**src/sv/i2cs_pkg.sv**
```systemverilog
// Shared types, codes and sizes of the I2C master sensor sequencer.
package i2cs_pkg;

	// Message buffer sizing
	localparam int BUF_DEPTH = 16;
	localparam int ADDR_W    = $clog2(BUF_DEPTH);
	localparam int IDX_W     = $clog2(BUF_DEPTH + 1);
	localparam int MAX_MEAS  = 15;
	localparam int CNT_W     = 4;
	localparam int CMP_W     = (IDX_W > CNT_W) ? IDX_W : CNT_W;

	// Queue sizing (depth is a power of two so pointers wrap on their own)
	localparam int Q_DEPTH = 2;
	localparam int Q_PTR_W = 1;
	localparam int Q_CNT_W = 2;

	// Input action codes
	localparam logic ACT_LOAD  = 1'b0;
	localparam logic ACT_EVENT = 1'b1;

	// Bus status event codes
	localparam logic [3:0] EV_START        = 4'd0;
	localparam logic [3:0] EV_REP_START    = 4'd1;
	localparam logic [3:0] EV_W_SLA_ACK    = 4'd2;
	localparam logic [3:0] EV_W_SLA_NACK   = 4'd3;
	localparam logic [3:0] EV_W_DATA_ACK   = 4'd4;
	localparam logic [3:0] EV_W_DATA_NACK  = 4'd5;
	localparam logic [3:0] EV_R_SLA_ACK    = 4'd6;
	localparam logic [3:0] EV_R_SLA_NACK   = 4'd7;
	localparam logic [3:0] EV_R_DATA_ACK   = 4'd8;
	localparam logic [3:0] EV_R_DATA_NACK  = 4'd9;
	localparam logic [3:0] EV_ARB_LOST     = 4'd10;
	localparam logic [3:0] EV_NO_INFO      = 4'd11;
	localparam logic [3:0] EV_BUS_ERROR    = 4'd12;

	// Result kinds
	localparam logic [1:0] KIND_CMD    = 2'd0;
	localparam logic [1:0] KIND_MEAS   = 2'd1;
	localparam logic [1:0] KIND_REJECT = 2'd2;

	// Sensor tags
	localparam logic [2:0] SENS_NONE    = 3'd0;
	localparam logic [2:0] SENS_ACCEL   = 3'd1;
	localparam logic [2:0] SENS_GYRO    = 3'd2;
	localparam logic [2:0] SENS_COMPASS = 3'd3;
	localparam logic [2:0] SENS_CAMERA  = 3'd4;

	// Seven-bit device addresses and their error bits
	localparam logic [6:0] DEV_ACCEL   = 7'h53;
	localparam logic [6:0] DEV_GYRO    = 7'h68;
	localparam logic [6:0] DEV_COMPASS = 7'h1E;
	localparam logic [6:0] DEV_CAMERA  = 7'h58;
	localparam logic [3:0] ERR_ACCEL   = 4'h1;
	localparam logic [3:0] ERR_GYRO    = 4'h2;
	localparam logic [3:0] ERR_COMPASS = 4'h4;
	localparam logic [3:0] ERR_CAMERA  = 4'h8;

	// Configuration register indexes and reset values
	localparam logic [1:0] REG_ACCEL   = 2'd0;
	localparam logic [1:0] REG_GYRO    = 2'd1;
	localparam logic [1:0] REG_COMPASS = 2'd2;
	localparam logic [1:0] REG_CAMERA  = 2'd3;
	localparam logic [7:0] RST_ACCEL   = 8'd167;
	localparam logic [7:0] RST_GYRO    = 8'd209;
	localparam logic [7:0] RST_COMPASS = 8'd61;
	localparam logic [7:0] RST_CAMERA  = 8'd177;

	// Classified operations handed from front to back
	typedef enum logic [3:0] {
		OP_LOAD,
		OP_START,
		OP_SEND,
		OP_WDATA,
		OP_RSLA,
		OP_RDATA,
		OP_REND,
		OP_ERROR,
		OP_NONE
	} op_t;

	typedef struct packed {
		op_t        op;
		logic [7:0] data;
		logic       last;
	} op_item_t;

	typedef struct packed {
		logic [1:0] kind;
		logic       start;
		logic       stop;
		logic       ack;
		logic       bv;
		logic [7:0] value;
		logic [2:0] sensor;
		logic       last_of_run;
		logic [3:0] errors;
		logic       adc;
		logic       done;
		logic       busy;
	} result_t;

	typedef struct packed {
		logic [7:0] accel;
		logic [7:0] gyro;
		logic [7:0] compass;
		logic [7:0] camera;
	} cfg_t;

	typedef enum logic [1:0] {
		ST_IDLE,
		ST_DECIDE,
		ST_RUN_RD,
		ST_RUN_WR
	} seq_state_t;

endpackage

```
**src/sv/i2cs_regs.sv**
```systemverilog
// APB-style configuration registers holding the sensor read addresses.
module i2cs_regs (
	input  logic               clk,
	input  logic               arst_n,
	input  logic               psel,
	input  logic               penable,
	input  logic               pwrite,
	input  logic [3:0]         paddr,
	input  logic [31:0]        pwdata,
	output logic [31:0]        prdata,
	output logic               pready,
	output i2cs_pkg::cfg_t     cfg
);

	i2cs_pkg::cfg_t cfg_q;
	logic           wr_en;

	assign pready = 1'b1;
	assign wr_en  = psel && penable && pwrite && pready;
	assign cfg    = cfg_q;

	// Write the addressed register on the access beat
	always_ff @(posedge clk or negedge arst_n) begin
		if (!arst_n) begin
			cfg_q.accel   <= i2cs_pkg::RST_ACCEL;
			cfg_q.gyro    <= i2cs_pkg::RST_GYRO;
			cfg_q.compass <= i2cs_pkg::RST_COMPASS;
			cfg_q.camera  <= i2cs_pkg::RST_CAMERA;
		end else if (wr_en) begin
			unique case (paddr[3:2])
				i2cs_pkg::REG_ACCEL:   cfg_q.accel   <= pwdata[7:0];
				i2cs_pkg::REG_GYRO:    cfg_q.gyro    <= pwdata[7:0];
				i2cs_pkg::REG_COMPASS: cfg_q.compass <= pwdata[7:0];
				i2cs_pkg::REG_CAMERA:  cfg_q.camera  <= pwdata[7:0];
				default: ;
			endcase
		end
	end

	// Return the addressed register
	always_comb begin
		prdata = '0;
		unique case (paddr[3:2])
			i2cs_pkg::REG_ACCEL:   prdata = {24'd0, cfg_q.accel};
			i2cs_pkg::REG_GYRO:    prdata = {24'd0, cfg_q.gyro};
			i2cs_pkg::REG_COMPASS: prdata = {24'd0, cfg_q.compass};
			i2cs_pkg::REG_CAMERA:  prdata = {24'd0, cfg_q.camera};
			default:               prdata = '0;
		endcase
	end

endmodule

```
**src/sv/i2cs_front.sv**
```systemverilog
// Front end: accepts input beats, classifies them and queues the operations.
module i2cs_front (
	input  logic                 clk,
	input  logic                 arst_n,
	input  logic                 push,
	output logic                 full,
	input  logic                 action,
	input  logic [7:0]           byte_in,
	input  logic                 last,
	input  logic [3:0]           bus_event,
	output logic                 op_valid,
	output i2cs_pkg::op_item_t   op_item,
	input  logic                 op_pop
);

	i2cs_pkg::op_item_t                  fifo_q [i2cs_pkg::Q_DEPTH];
	logic [i2cs_pkg::Q_PTR_W-1:0]        wr_ptr_q;
	logic [i2cs_pkg::Q_PTR_W-1:0]        rd_ptr_q;
	logic [i2cs_pkg::Q_CNT_W-1:0]        cnt_q;
	i2cs_pkg::op_t                       op_c;
	logic                                push_ok;
	logic                                pop_ok;

	assign full     = (cnt_q == i2cs_pkg::Q_CNT_W'(i2cs_pkg::Q_DEPTH));
	assign op_valid = (cnt_q != '0);
	assign push_ok  = push && !full;
	assign pop_ok   = op_pop && op_valid;
	assign op_item  = fifo_q[rd_ptr_q];

	// Classify the incoming beat
	always_comb begin
		op_c = i2cs_pkg::OP_NONE;
		if (action == i2cs_pkg::ACT_LOAD) begin
			op_c = i2cs_pkg::OP_LOAD;
		end else begin
			unique case (bus_event) inside
				i2cs_pkg::EV_START:                            op_c = i2cs_pkg::OP_START;
				i2cs_pkg::EV_REP_START, i2cs_pkg::EV_W_SLA_ACK: op_c = i2cs_pkg::OP_SEND;
				i2cs_pkg::EV_W_DATA_ACK:                       op_c = i2cs_pkg::OP_WDATA;
				i2cs_pkg::EV_R_SLA_ACK:                        op_c = i2cs_pkg::OP_RSLA;
				i2cs_pkg::EV_R_DATA_ACK:                       op_c = i2cs_pkg::OP_RDATA;
				i2cs_pkg::EV_R_DATA_NACK:                      op_c = i2cs_pkg::OP_REND;
				i2cs_pkg::EV_W_SLA_NACK, i2cs_pkg::EV_W_DATA_NACK,
				i2cs_pkg::EV_R_SLA_NACK, i2cs_pkg::EV_ARB_LOST,
				i2cs_pkg::EV_NO_INFO, i2cs_pkg::EV_BUS_ERROR:  op_c = i2cs_pkg::OP_ERROR;
				default:                                       op_c = i2cs_pkg::OP_NONE;
			endcase
		end
	end

	// Store the classified beat
	always_ff @(posedge clk) begin
		if (push_ok) begin
			fifo_q[wr_ptr_q].op   <= op_c;
			fifo_q[wr_ptr_q].data <= byte_in;
			fifo_q[wr_ptr_q].last <= last;
		end
	end

	// Advance pointers and fill count
	always_ff @(posedge clk or negedge arst_n) begin
		if (!arst_n) begin
			wr_ptr_q <= '0;
			rd_ptr_q <= '0;
			cnt_q    <= '0;
		end else begin
			if (push_ok) wr_ptr_q <= wr_ptr_q + i2cs_pkg::Q_PTR_W'(1);
			if (pop_ok)  rd_ptr_q <= rd_ptr_q + i2cs_pkg::Q_PTR_W'(1);
			if (push_ok && !pop_ok)      cnt_q <= cnt_q + i2cs_pkg::Q_CNT_W'(1);
			else if (pop_ok && !push_ok) cnt_q <= cnt_q - i2cs_pkg::Q_CNT_W'(1);
		end
	end

endmodule

```
**src/sv/i2cs_back.sv**
```systemverilog
// Back end: sequencer that executes queued operations against the message buffer.
module i2cs_back (
	input  logic                 clk,
	input  logic                 arst_n,
	input  i2cs_pkg::cfg_t       cfg,
	input  logic                 op_valid,
	input  i2cs_pkg::op_item_t   op_item,
	output logic                 op_pop,
	output logic                 res_push,
	output i2cs_pkg::result_t    res_item,
	input  logic                 res_full
);

	i2cs_pkg::seq_state_t              state_q, state_d;
	i2cs_pkg::op_item_t                op_q;
	logic [i2cs_pkg::IDX_W-1:0]        idx_q, idx_d, len_q, len_d, run_ptr_q, run_ptr_d;
	logic                              busy_q, busy_d;
	logic [3:0]                        err_q, err_d;
	logic [7:0]                        buf0_q, buf2_q, rdata_q;
	logic [7:0]                        mem_q [i2cs_pkg::BUF_DEPTH];
	logic                              mem_we;
	logic [i2cs_pkg::ADDR_W-1:0]       raddr;
	logic                              phase_q, phase_d;
	logic [i2cs_pkg::CNT_W-1:0]        left1_q, left1_d, left2_q, left2_d;
	logic [2:0]                        tag1_q, tag1_d;
	logic                              adc_q, adc_d, done_q, done_d;

	logic                              idx_lt;
	logic [i2cs_pkg::IDX_W-1:0]        idx_inc, hi;
	logic [7:0]                        cur_byte, b0, b2;
	logic                              is_read;
	logic [2:0]                        tag_c;
	logic [i2cs_pkg::IDX_W-1:0]        c1_raw, c2_raw;
	logic [i2cs_pkg::CNT_W-1:0]        c1, c2, room;
	logic [3:0]                        err_mask;
	logic                              go;

	// Index and buffer helpers
	always_comb begin
		idx_lt   = (idx_q < i2cs_pkg::IDX_W'(i2cs_pkg::BUF_DEPTH));
		idx_inc  = idx_lt ? (idx_q + i2cs_pkg::IDX_W'(1)) : idx_q;
		hi       = idx_lt ? idx_q : i2cs_pkg::IDX_W'(i2cs_pkg::BUF_DEPTH - 1);
		cur_byte = idx_lt ? rdata_q : 8'd0;
		is_read  = (cur_byte == cfg.accel) || (cur_byte == cfg.gyro) ||
		           (cur_byte == cfg.compass) || (cur_byte == cfg.camera);
		// Bytes 0 and 2 as they stand after this beat's store
		b0 = (idx_q == '0) ? op_q.data : buf0_q;
		b2 = (idx_q == i2cs_pkg::IDX_W'(2)) ? op_q.data : buf2_q;
	end

	// Measurement run lengths for a read end
	always_comb begin
		if (b2 == cfg.accel)        tag_c = i2cs_pkg::SENS_ACCEL;
		else if (b2 == cfg.gyro)    tag_c = i2cs_pkg::SENS_GYRO;
		else if (b2 == cfg.compass) tag_c = i2cs_pkg::SENS_COMPASS;
		else                        tag_c = i2cs_pkg::SENS_NONE;
		c1_raw = ((tag_c != i2cs_pkg::SENS_NONE) && (idx_q >= i2cs_pkg::IDX_W'(3))) ?
		         (hi - i2cs_pkg::IDX_W'(2)) : '0;
		c1 = (i2cs_pkg::CMP_W'(c1_raw) > i2cs_pkg::CMP_W'(i2cs_pkg::MAX_MEAS)) ?
		     i2cs_pkg::CNT_W'(i2cs_pkg::MAX_MEAS) : i2cs_pkg::CNT_W'(c1_raw);
		room = i2cs_pkg::CNT_W'(i2cs_pkg::MAX_MEAS) - c1;
		c2_raw = ((b0 == cfg.camera) && (idx_q != '0)) ? hi : '0;
		c2 = (i2cs_pkg::CMP_W'(c2_raw) > i2cs_pkg::CMP_W'(room)) ?
		     room : i2cs_pkg::CNT_W'(c2_raw);
	end

	// Device error bit from the first buffered byte
	always_comb begin
		if (buf0_q[7:1] == i2cs_pkg::DEV_ACCEL)        err_mask = i2cs_pkg::ERR_ACCEL;
		else if (buf0_q[7:1] == i2cs_pkg::DEV_GYRO)    err_mask = i2cs_pkg::ERR_GYRO;
		else if (buf0_q[7:1] == i2cs_pkg::DEV_COMPASS) err_mask = i2cs_pkg::ERR_COMPASS;
		else if (buf0_q[7:1] == i2cs_pkg::DEV_CAMERA)  err_mask = i2cs_pkg::ERR_CAMERA;
		else                                           err_mask = 4'h0;
	end

	// A silent load needs no room in the result queue
	assign go = res_full ? ((op_q.op == i2cs_pkg::OP_LOAD) && !busy_q && !op_q.last) : 1'b1;

	// Sequencer next state and outputs
	always_comb begin
		state_d   = state_q;
		idx_d     = idx_q;
		len_d     = len_q;
		busy_d    = busy_q;
		err_d     = err_q;
		run_ptr_d = run_ptr_q;
		phase_d   = phase_q;
		left1_d   = left1_q;
		left2_d   = left2_q;
		tag1_d    = tag1_q;
		adc_d     = adc_q;
		done_d    = done_q;
		op_pop    = 1'b0;
		res_push  = 1'b0;
		res_item  = '0;
		mem_we    = 1'b0;
		raddr     = idx_q[i2cs_pkg::ADDR_W-1:0];

		unique case (state_q)
			i2cs_pkg::ST_IDLE: begin
				// Take the next operation and read the buffer at the index
				if (op_valid) begin
					op_pop  = 1'b1;
					state_d = i2cs_pkg::ST_DECIDE;
				end
			end

			i2cs_pkg::ST_DECIDE: begin
				if (go) begin
					res_push           = 1'b1;
					res_item.kind      = i2cs_pkg::KIND_CMD;
					res_item.last_of_run = 1'b1;
					state_d            = i2cs_pkg::ST_IDLE;
					unique case (op_q.op)
						i2cs_pkg::OP_LOAD: begin
							if (busy_q) begin
								res_item.kind = i2cs_pkg::KIND_REJECT;
							end else begin
								mem_we = idx_lt;
								if (op_q.last) begin
									len_d          = idx_inc;
									idx_d          = '0;
									res_item.start = 1'b1;
								end else begin
									idx_d    = idx_inc;
									res_push = 1'b0;
								end
							end
						end
						i2cs_pkg::OP_START: begin
							busy_d         = 1'b1;
							idx_d          = i2cs_pkg::IDX_W'(1);
							res_item.ack   = 1'b1;
							res_item.bv    = 1'b1;
							res_item.value = buf0_q;
						end
						i2cs_pkg::OP_SEND: begin
							res_item.bv    = 1'b1;
							res_item.value = cur_byte;
							idx_d          = idx_inc;
						end
						i2cs_pkg::OP_WDATA: begin
							if (idx_q < len_q) begin
								if (is_read) begin
									res_item.start = 1'b1;
								end else begin
									res_item.bv    = 1'b1;
									res_item.value = cur_byte;
									idx_d          = idx_inc;
								end
							end else begin
								res_item.stop = 1'b1;
								busy_d        = 1'b0;
								idx_d         = '0;
							end
						end
						i2cs_pkg::OP_RSLA: begin
							res_item.ack = 1'b1;
						end
						i2cs_pkg::OP_RDATA: begin
							res_item.ack = ({1'b0, idx_q} + (i2cs_pkg::IDX_W + 1)'(2)) !=
							               {1'b0, len_q};
							mem_we       = idx_lt;
							idx_d        = idx_inc;
						end
						i2cs_pkg::OP_REND: begin
							mem_we        = idx_lt;
							res_item.stop = 1'b1;
							res_item.adc  = (b2 == cfg.compass);
							res_item.done = (b0 == cfg.camera);
							adc_d         = (b2 == cfg.compass);
							done_d        = (b0 == cfg.camera);
							busy_d        = 1'b0;
							idx_d         = '0;
							tag1_d        = tag_c;
							left1_d       = c1;
							left2_d       = c2;
							// Start the measurement runs if any byte follows
							if (c1 != '0) begin
								phase_d              = 1'b0;
								run_ptr_d            = i2cs_pkg::IDX_W'(3);
								res_item.last_of_run = 1'b0;
								state_d              = i2cs_pkg::ST_RUN_RD;
							end else if (c2 != '0) begin
								phase_d              = 1'b1;
								run_ptr_d            = i2cs_pkg::IDX_W'(1);
								res_item.last_of_run = 1'b0;
								state_d              = i2cs_pkg::ST_RUN_RD;
							end
						end
						i2cs_pkg::OP_ERROR: begin
							err_d = err_q | err_mask;
						end
						default: ;
					endcase
					res_item.errors = err_d;
					res_item.busy   = busy_d;
				end
			end

			i2cs_pkg::ST_RUN_RD: begin
				// Read the next measurement byte
				raddr   = run_ptr_q[i2cs_pkg::ADDR_W-1:0];
				state_d = i2cs_pkg::ST_RUN_WR;
			end

			i2cs_pkg::ST_RUN_WR: begin
				// Hold the read address so the byte stays put while it waits
				raddr           = run_ptr_q[i2cs_pkg::ADDR_W-1:0];
				res_item.kind   = i2cs_pkg::KIND_MEAS;
				res_item.bv     = 1'b1;
				res_item.value  = rdata_q;
				res_item.sensor = phase_q ? i2cs_pkg::SENS_CAMERA : tag1_q;
				res_item.errors = err_q;
				res_item.adc    = adc_q;
				res_item.done   = done_q;
				res_item.busy   = busy_q;
				res_item.last_of_run = phase_q ? (left2_q == i2cs_pkg::CNT_W'(1)) :
				                       ((left1_q == i2cs_pkg::CNT_W'(1)) && (left2_q == '0));
				if (!res_full) begin
					res_push = 1'b1;
					state_d  = i2cs_pkg::ST_RUN_RD;
					if (!phase_q) begin
						left1_d   = left1_q - i2cs_pkg::CNT_W'(1);
						run_ptr_d = run_ptr_q + i2cs_pkg::IDX_W'(1);
						if (left1_q == i2cs_pkg::CNT_W'(1)) begin
							if (left2_q != '0) begin
								phase_d   = 1'b1;
								run_ptr_d = i2cs_pkg::IDX_W'(1);
							end else begin
								state_d = i2cs_pkg::ST_IDLE;
							end
						end
					end else begin
						left2_d   = left2_q - i2cs_pkg::CNT_W'(1);
						run_ptr_d = run_ptr_q + i2cs_pkg::IDX_W'(1);
						if (left2_q == i2cs_pkg::CNT_W'(1)) state_d = i2cs_pkg::ST_IDLE;
					end
				end
			end

			default: state_d = i2cs_pkg::ST_IDLE;
		endcase
	end

	// Buffer memory, registered read, and shadows of bytes 0 and 2
	always_ff @(posedge clk) begin
		if (mem_we) begin
			mem_q[idx_q[i2cs_pkg::ADDR_W-1:0]] <= op_q.data;
			if (idx_q == '0) buf0_q <= op_q.data;
			if (idx_q == i2cs_pkg::IDX_W'(2)) buf2_q <= op_q.data;
		end
		rdata_q <= mem_q[raddr];
	end

	// Hold the operation being worked on and the run tag
	always_ff @(posedge clk) begin
		if (op_pop) op_q <= op_item;
		tag1_q <= tag1_d;
	end

	// Control state
	always_ff @(posedge clk or negedge arst_n) begin
		if (!arst_n) begin
			state_q   <= i2cs_pkg::ST_IDLE;
			idx_q     <= '0;
			len_q     <= '0;
			busy_q    <= 1'b0;
			err_q     <= '0;
			run_ptr_q <= '0;
			phase_q   <= 1'b0;
			left1_q   <= '0;
			left2_q   <= '0;
			adc_q     <= 1'b0;
			done_q    <= 1'b0;
		end else begin
			state_q   <= state_d;
			idx_q     <= idx_d;
			len_q     <= len_d;
			busy_q    <= busy_d;
			err_q     <= err_d;
			run_ptr_q <= run_ptr_d;
			phase_q   <= phase_d;
			left1_q   <= left1_d;
			left2_q   <= left2_d;
			adc_q     <= adc_d;
			done_q    <= done_d;
		end
	end

endmodule

```
**src/sv/i2cs_resq.sv**
```systemverilog
// Result queue between the sequencer and the result ports.
module i2cs_resq (
	input  logic                 clk,
	input  logic                 arst_n,
	input  logic                 res_push,
	input  i2cs_pkg::result_t    res_item,
	output logic                 res_full,
	output logic                 empty,
	input  logic                 pop,
	output i2cs_pkg::result_t    out_item
);

	i2cs_pkg::result_t                   fifo_q [i2cs_pkg::Q_DEPTH];
	logic [i2cs_pkg::Q_PTR_W-1:0]        wr_ptr_q;
	logic [i2cs_pkg::Q_PTR_W-1:0]        rd_ptr_q;
	logic [i2cs_pkg::Q_CNT_W-1:0]        cnt_q;
	logic                                push_ok;
	logic                                pop_ok;

	assign res_full = (cnt_q == i2cs_pkg::Q_CNT_W'(i2cs_pkg::Q_DEPTH));
	assign empty    = (cnt_q == '0);
	assign push_ok  = res_push && !res_full;
	assign pop_ok   = pop && !empty;
	assign out_item = fifo_q[rd_ptr_q];

	// Store a result beat
	always_ff @(posedge clk) begin
		if (push_ok) fifo_q[wr_ptr_q] <= res_item;
	end

	// Advance pointers and fill count
	always_ff @(posedge clk or negedge arst_n) begin
		if (!arst_n) begin
			wr_ptr_q <= '0;
			rd_ptr_q <= '0;
			cnt_q    <= '0;
		end else begin
			if (push_ok) wr_ptr_q <= wr_ptr_q + i2cs_pkg::Q_PTR_W'(1);
			if (pop_ok)  rd_ptr_q <= rd_ptr_q + i2cs_pkg::Q_PTR_W'(1);
			if (push_ok && !pop_ok)      cnt_q <= cnt_q + i2cs_pkg::Q_CNT_W'(1);
			else if (pop_ok && !push_ok) cnt_q <= cnt_q - i2cs_pkg::Q_CNT_W'(1);
		end
	end

endmodule

```
**src/sv/i2c_master_sensor_sequencer.sv**
```systemverilog
// Top level of the I2C master sensor sequencer.
// Interrupt-driven I2C master sequencer. Load message bytes with action 0; the byte marked
// last asks for a start. Each bus status event (action 1) then returns one bus command, and a
// final NACKed read also returns the stored measurement bytes tagged by sensor, ending with
// last_of_run set. Inputs are classified and held in a two-entry queue, so two beats are
// taken back to back; the sequencer then handles one item at a time (buffer read, then
// decision), and on a read end reads out each measurement byte in turn, bounded by the single
// read port of the message buffer. Results wait in a two-entry queue and are taken with pop.
// Sensor read addresses sit in four 8-bit registers at byte addresses 0, 4, 8 and 12.
module i2c_master_sensor_sequencer (
	input  logic        clk,
	input  logic        arst_n,
	// configuration port
	input  logic        psel,
	input  logic        penable,
	input  logic        pwrite,
	input  logic [3:0]  paddr,
	input  logic [31:0] pwdata,
	output logic [31:0] prdata,
	output logic        pready,
	// input items
	input  logic        push,
	output logic        full,
	input  logic        action,
	input  logic [7:0]  byte_in,
	input  logic        last,
	input  logic [3:0]  bus_event,
	// result items
	output logic        empty,
	input  logic        pop,
	output logic [1:0]  result_kind,
	output logic        issue_start,
	output logic        issue_stop,
	output logic        ack_next,
	output logic        byte_valid,
	output logic [7:0]  byte_value,
	output logic [2:0]  sensor,
	output logic        last_of_run,
	output logic [3:0]  error_flags,
	output logic        adc_trigger,
	output logic        series_done,
	output logic        busy_res
);

	i2cs_pkg::cfg_t     cfg;
	logic               op_valid;
	i2cs_pkg::op_item_t op_item;
	logic               op_pop;
	logic               res_push;
	i2cs_pkg::result_t  res_item;
	logic               res_full;
	i2cs_pkg::result_t  out_item;

	i2cs_regs u_regs (
		.clk     (clk),
		.arst_n  (arst_n),
		.psel    (psel),
		.penable (penable),
		.pwrite  (pwrite),
		.paddr   (paddr),
		.pwdata  (pwdata),
		.prdata  (prdata),
		.pready  (pready),
		.cfg     (cfg)
	);

	i2cs_front u_front (
		.clk       (clk),
		.arst_n    (arst_n),
		.push      (push),
		.full      (full),
		.action    (action),
		.byte_in   (byte_in),
		.last      (last),
		.bus_event (bus_event),
		.op_valid  (op_valid),
		.op_item   (op_item),
		.op_pop    (op_pop)
	);

	i2cs_back u_back (
		.clk      (clk),
		.arst_n   (arst_n),
		.cfg      (cfg),
		.op_valid (op_valid),
		.op_item  (op_item),
		.op_pop   (op_pop),
		.res_push (res_push),
		.res_item (res_item),
		.res_full (res_full)
	);

	i2cs_resq u_resq (
		.clk      (clk),
		.arst_n   (arst_n),
		.res_push (res_push),
		.res_item (res_item),
		.res_full (res_full),
		.empty    (empty),
		.pop      (pop),
		.out_item (out_item)
	);

	// Spread the oldest result over the result ports
	assign result_kind = out_item.kind;
	assign issue_start = out_item.start;
	assign issue_stop  = out_item.stop;
	assign ack_next    = out_item.ack;
	assign byte_valid  = out_item.bv;
	assign byte_value  = out_item.value;
	assign sensor      = out_item.sensor;
	assign last_of_run = out_item.last_of_run;
	assign error_flags = out_item.errors;
	assign adc_trigger = out_item.adc;
	assign series_done = out_item.done;
	assign busy_res    = out_item.busy;

endmodule
```
**config.mk**
```make
export PLATFORM = sky130hd
export DESIGN_NAME = i2c_master_sensor_sequencer
export DESIGN_NICKNAME = d
export VERILOG_FILES = /design/src/sv/i2cs_pkg.sv /design/src/sv/i2cs_regs.sv /design/src/sv/i2cs_front.sv /design/src/sv/i2cs_back.sv /design/src/sv/i2cs_resq.sv /design/src/sv/i2c_master_sensor_sequencer.sv
export SDC_FILE = /design/constraint.sdc
export NUM_CORES = 1
export LEC_CHECK = 0
export ABC_AREA = 1
export ABC_CLOCK_PERIOD_IN_PS = 9940
export BUFFER_PORTS_ARGS = -buffer_cell sky130_fd_sc_hd__buf_2
export CORE_UTILIZATION = 30
export DETAILED_ROUTE_END_ITERATION = 12
export GPL_ROUTABILITY_DRIVEN = 0
export PLACE_DENSITY = 0.55
export SLEW_MARGIN = 40
export SYNTH_ARGS = -nofsm -noshare
export SYNTH_HDL_FRONTEND = slang
export SYNTH_HIERARCHICAL = 1
export SYNTH_SLANG_ARGS = --single-unit
```
**constraint.sdc**
```tcl
create_clock -name clk -period 9.94 [get_ports clk]
set_input_delay 1.988 -clock clk [delete_from_list [all_inputs] [get_ports clk]]
set_output_delay 1.988 -clock clk [all_outputs]
set_load 0.02 [all_outputs]
```
== Word level (Yosys, flattened, before mapping) ==
Memory sizes are Yosys's and may differ from the RTL's. A register that Yosys moved wholly into a read port is not among the register bits.
Index checks and enable logic that the tools add are counted.
Storage, ports and cells
  bits of input ports: 57
  output and inout port bits: 60
  RAM bits: 204
  memories kept: 3
  bits in registers: 92
  word-level logic and storage cells: 278
Operators by class
  bitwise gates (word level): 2
  equality and inequality tests: 52
  reduce and logical (&&, ||, !) cells: 62
  muxes and demuxes: 115
  order comparisons: 5
  $add $sub $neg: 15
Memory list
  u_back.mem_q: depth 16, bits a word 8, read ports 1, clocked after memory_dff 1, wr ports 1, line i2cs_back.sv:20  | logic [7:0] mem_q [i2cs_pkg::BUF_DEPTH];
  u_resq.fifo_q: depth 2, bits a word 25, read ports 1, clocked after memory_dff 0, wr ports 1, line i2cs_resq.sv:13  | i2cs_pkg::result_t fifo_q [i2cs_pkg::Q_DEPTH];
  u_front.fifo_q: depth 2, bits a word 13, read ports 1, clocked after memory_dff 1, wr ports 1, line i2cs_front.sv:16  | i2cs_pkg::op_item_t fifo_q [i2cs_pkg::Q_DEPTH];
Operators by type and width (count)
  32-bit one-hot mux with 4 select lines: 1
  5-bit two-way mux: 16
  4-bit two-way mux: 17
  8-bit equality test: 8
  2-bit two-way mux: 18
  1-bit two-way mux: 34
  4-bit by 3-bit equality test with 1-bit output (second input constant): 8
  8-bit two-way mux: 4
  4-bit one-hot mux with 7 select lines: 1
  9-bit one-hot mux with 3 select lines: 1
  5-bit one-hot mux with 5 select lines: 1
  5-bit AND reduction: 5
  7-bit equality test (second input constant): 3
  4-bit equality test (second input constant): 5
  9-bit two-way mux: 2
  9-bit one-hot mux with 2 select lines: 1
  4-bit by 1-bit equality test with 1-bit output (second input constant): 4
  4-bit by 2-bit equality test with 1-bit output (second input constant): 4
  4-bit one-hot mux with 2 select lines: 2
  8-bit one-hot mux with 2 select lines: 1
  1-bit logical AND: 15
  3-bit two-way mux: 5
  14-bit two-way mux: 1
  2-bit equality test (second input constant): 6
  other kinds (41): 88

== Depth between registers and ports, before layout ==
  word-level depth: 20
  depth in mapped cells: 30
  depth with buffers taken out: 30

== By module ==
Netlist, hierarchy kept.
Modules (own cells, without submodules)
  i2cs_back: area an instance 10628.9 sq um, cells an instance 1181, times used 1, sequential area each 5735.5 sq um
  i2cs_resq: area an instance 2057.0 sq um, cells an instance 162, times used 1, sequential area each 1601.5 sq um
  i2cs_regs: area an instance 1790.5 sq um, cells an instance 221, times used 1, sequential area each 823.3 sq um
  i2cs_front: area an instance 1276.2 sq um, cells an instance 122, times used 1, sequential area each 880.8 sq um

== Least setup slack after synthesis ==
No wires, ideal clock.
  path kind: input-to-output
  start point: input paddr[2]
  end point: output prdata[1]
  required time: 7.952 ns
  arrival: 2.578 ns
  setup slack: 5.374 ns
  cell stages on the path: 4
  path buffers: 2
  cells stage by stage: buf_6 buf_4 nand3_1 nand4_1
Between the ends
  cells in the longest elaborated chain, start to end: 2
  elaborated cells on any way between the ends: 5
  classes of those cells: eq/ne: 3; mux: 1; reduce/logical: 1
Ends and longest elaborated chain
  start, declared: line i2c_master_sensor_sequencer.sv:17  | input logic [3:0] paddr,
  2-bit equality test, or another cell as far along: line i2cs_regs.sv:43  | unique case (paddr[3:2])
  32-bit one-hot mux with 4 select lines (*): line i2cs_regs.sv:43
  end, declared: line i2c_master_sensor_sequencer.sv:19  | output logic [31:0] prdata,
Mark *: on every way between the ends. The rest lies on a longest branch, timed or not. The select of a mux whose other input is x is not followed.

== Final worst setup path ==
  start point: input paddr[2]
  end point: output prdata[3]
Same word-level chain as after synthesis.

==> results.toml <==
[cts]
cts_tree = "built"
cts_buffer_depth = 3
post_cts_buffers = 0
insertion_delay_ps = 540
cts_made_buffers = 36
htreeDepth = 2
cts_hold_buf = 0
clock-sinks = 315
cts-root-buf = "clkbuf_16"
cts_repair_resize_count = 0
clkTransAtPathRegs_ps = 60

[placed_design]
port-buffer-count = 65
dp.cells = 2391
place_ws_ps = 4950
place_hpwl_um = 27300

[die]
die_w_um = 231
die_y_um = 231
io_pins = 117
core_area_um2 = 51600
start_util_pct = 30.5
rows = 83
fp.dieArea_um2 = 53400

[run_status]
status = "complete, no violations"

[global_route]
grt_max_degree = 129
antenna_found_initial = 0
grt_usage_pct = 14.9
grt_pass1_vias = 11068
overflow = 0
grt_pass1_wl_um = 61900

[worst_setup_path]
required_ps = 7950
rr_startpoint = "u_back/idx_q[0]"
cp-start-kind = "input port"
critPathCaptureType = "primary output"
worstPathMaxFanout = 20
worstSetupPathType = "input port to primary output"
crit_start = "paddr[2]"
critical_path_arrival_ps = 3050

[synthesis]
netlist_area_um2 = 15800
synth_edf_count = 235
yosysSeqAreaShare_pct = 57.4
synth-main-ff-cell = "edfxtp_1"
yosys_warnings = 6
synth_cell_types = 51
synth_cells = 1686
async_flop_share_pct = 22.9
synth-seq-cells = 315
syn_area_per_cell_um2 = 9.34

[sta]
fmax_ghz = 0.198
skew_ps = 11.4
timing.slew.headroom_pct = 46.2
fin_worst_hold_slack_ps = 483
finalSetupTns_ps = 0
hold_viol = 0
worst_pin_slew_ps = 803
fin_crit_ps = 5040
rsz0062_at_grt = "false"
finalCritPeriodShare_pct = 50.7
setup_ws_ps = 4900
maxSlewViolCount = 0
finalSetupViolCount = 0

[route]
drt_pre_antenna_iters = 5
vias = 11700
drc = 0
wire_per_inst_um = 16.1
ant_nets = 0
vias_per_cell = 4.76
first_iter_violations = 1044
routed_wirelength_um = 39500

[finish]
fillers = 5163
nets = 1829
mostFrequentLayoutCell = "nand2_1"
most-common-layout-cells = "nand2_1, edfxtp_1, inv_1"
n_antenna_cell = 0
drive_gt1_share_pct = 12.2
synthToLayoutAreaGrowth_pct = 13.4
finalNonFillerCells = 2456

[min_path]
hold_start = "u_front/wr_ptr_q"
hp-class = "register to register"

[pwr]
powerDensity_nw_per_um2 = 284
vdd_drop_max_v = 0.000146
p_leak_nw = 7.62

[run]
max-cap-violations = 0
-- final cells by class --
type	count	area, µm²	share of cell area (%)
timing repair buffer	75	413	2.31
sequential	315	9040	50.6
tap	680	851	4.76
inverter	212	797	4.46
multi-input combinational	1109	5600	31.3
clock buffer	52	1050	5.90
clock inverter	13	110	0.616
-- per-stage QoR --
step | power, W | instance area (µm²) | util, %
final | 0.00508 | 17900 | 34.6
after global routing | 0.00542 | 17900 | 34.6
after CTS | 0.00514 | 17900 | 34.6
after detailed placement | 0.00382 | 16700 | 32.3
after global placement | 0.00378 | 16700 | 32.3
after floorplan | 0.00322 | 15800 | -
-- sequential cells by signal, indices dropped and copies added (netlist names), 2 cells and up --
register          count
u_back/mem_q        128
u_resq/fifo_q        50
u_regs/cfg           32
u_front/fifo_q       26
u_back/op_q          13
u_back/buf0_q         8
u_back/buf2_q         8
u_back/rdata_q        8
u_back/idx_q          5
u_back/len_q          5
u_back/err_q          4
u_back/left1_q        4
u_back/left2_q        4
u_back/run_ptr_q      4
u_back/state_q        2
u_back/tag1_q         2
u_front/cnt_q         2
u_resq/cnt_q          2
-- power by group --
group | switching, W | leakage, nW | internal, W
logic | 0.00124 | 3.93 | 0.000505
clock network | 0.000528 | 0.573 | 0.000766
registers | 0.000231 | 3.12 | 0.00182
-- routing by layer --
| metal | wire, µm | part of all wire (%) | GRT usage (%) | up-vias |
|---|---|---|---|---|
| met5 | 0 | 0 | 0 | - |
| met2 | 18000 | 46 | 23.6 | 297 |
| met1 | 18200 | 46 | 20.4 | 5577 |
| li1 | - | - | - | 5760 |
| met4 | 955 | 2.4 | 4.62 | 0 |
| met3 | 2340 | 5.9 | 3.04 | 66 |
-- cell usage after synthesis (all sizes together), types with 2 or more instances --
cell type | number | area [µm²]
nand2 | 530 | 2040
edfxtp | 235 | 7060
inv | 211 | 792
nand3 | 112 | 631
nor2 | 101 | 475
o21ai | 89 | 449
a21oi | 63 | 315
dfrtp | 54 | 1350
buf | 47 | 363
nand4 | 30 | 209
o211ai | 27 | 203
clkbuf | 26 | 97.6
ha | 23 | 288
nand3b | 19 | 143
dfstp | 18 | 473
o22ai | 15 | 93.8
xor2 | 15 | 131
xnor2 | 11 | 96.3
a22oi | 10 | 75.1
dfxtp | 8 | 160
nor3 | 6 | 30.0
nor4 | 6 | 37.5
o2111ai | 5 | 43.8
o221ai | 5 | 43.8
a221oi | 4 | 35.0
a31oi | 3 | 18.8
a211oi | 2 | 15.0
a32oi | 2 | 17.5
conb | 2 | 7.51
o31ai | 2 | 20.0
-- cells by family (layout without fill, tap and decap cells) --
group	Yosys count	count (layout)	synth area share [%]
adder cells (fa/ha/maj)	23	23	1.83
AO/OA/AOI/OAI	231	231	8.66
XOR/XNOR	26	26	1.45
other	2	25	0.0477
flip-flops	315	315	57.4
buffers and inverters	285	352	7.98
AND/OR/NAND/NOR	804	804	22.6
-- critical path: stages --
cell and delay [ps]:
buf_2 360, inv_2 210, nand3_1 130, nand4_1 160
buf_2 200
-- worst paths after layout --
check | end | slack [ps] | cells past startpoint
max | prdata[3] | 4900 | 5
min | u_front/wr_ptr_q | 480 | 2
max reg2reg | u_resq/fifo_q[1][7] | 5330 | 27
min reg2reg | u_front/wr_ptr_q | 480 | 2
max in group asynchronous | u_regs/cfg[9] | 7950 | 1
min in group asynchronous | u_resq/cnt_q[0] | 1470 | 1
(Power assumes the default switching activity.)
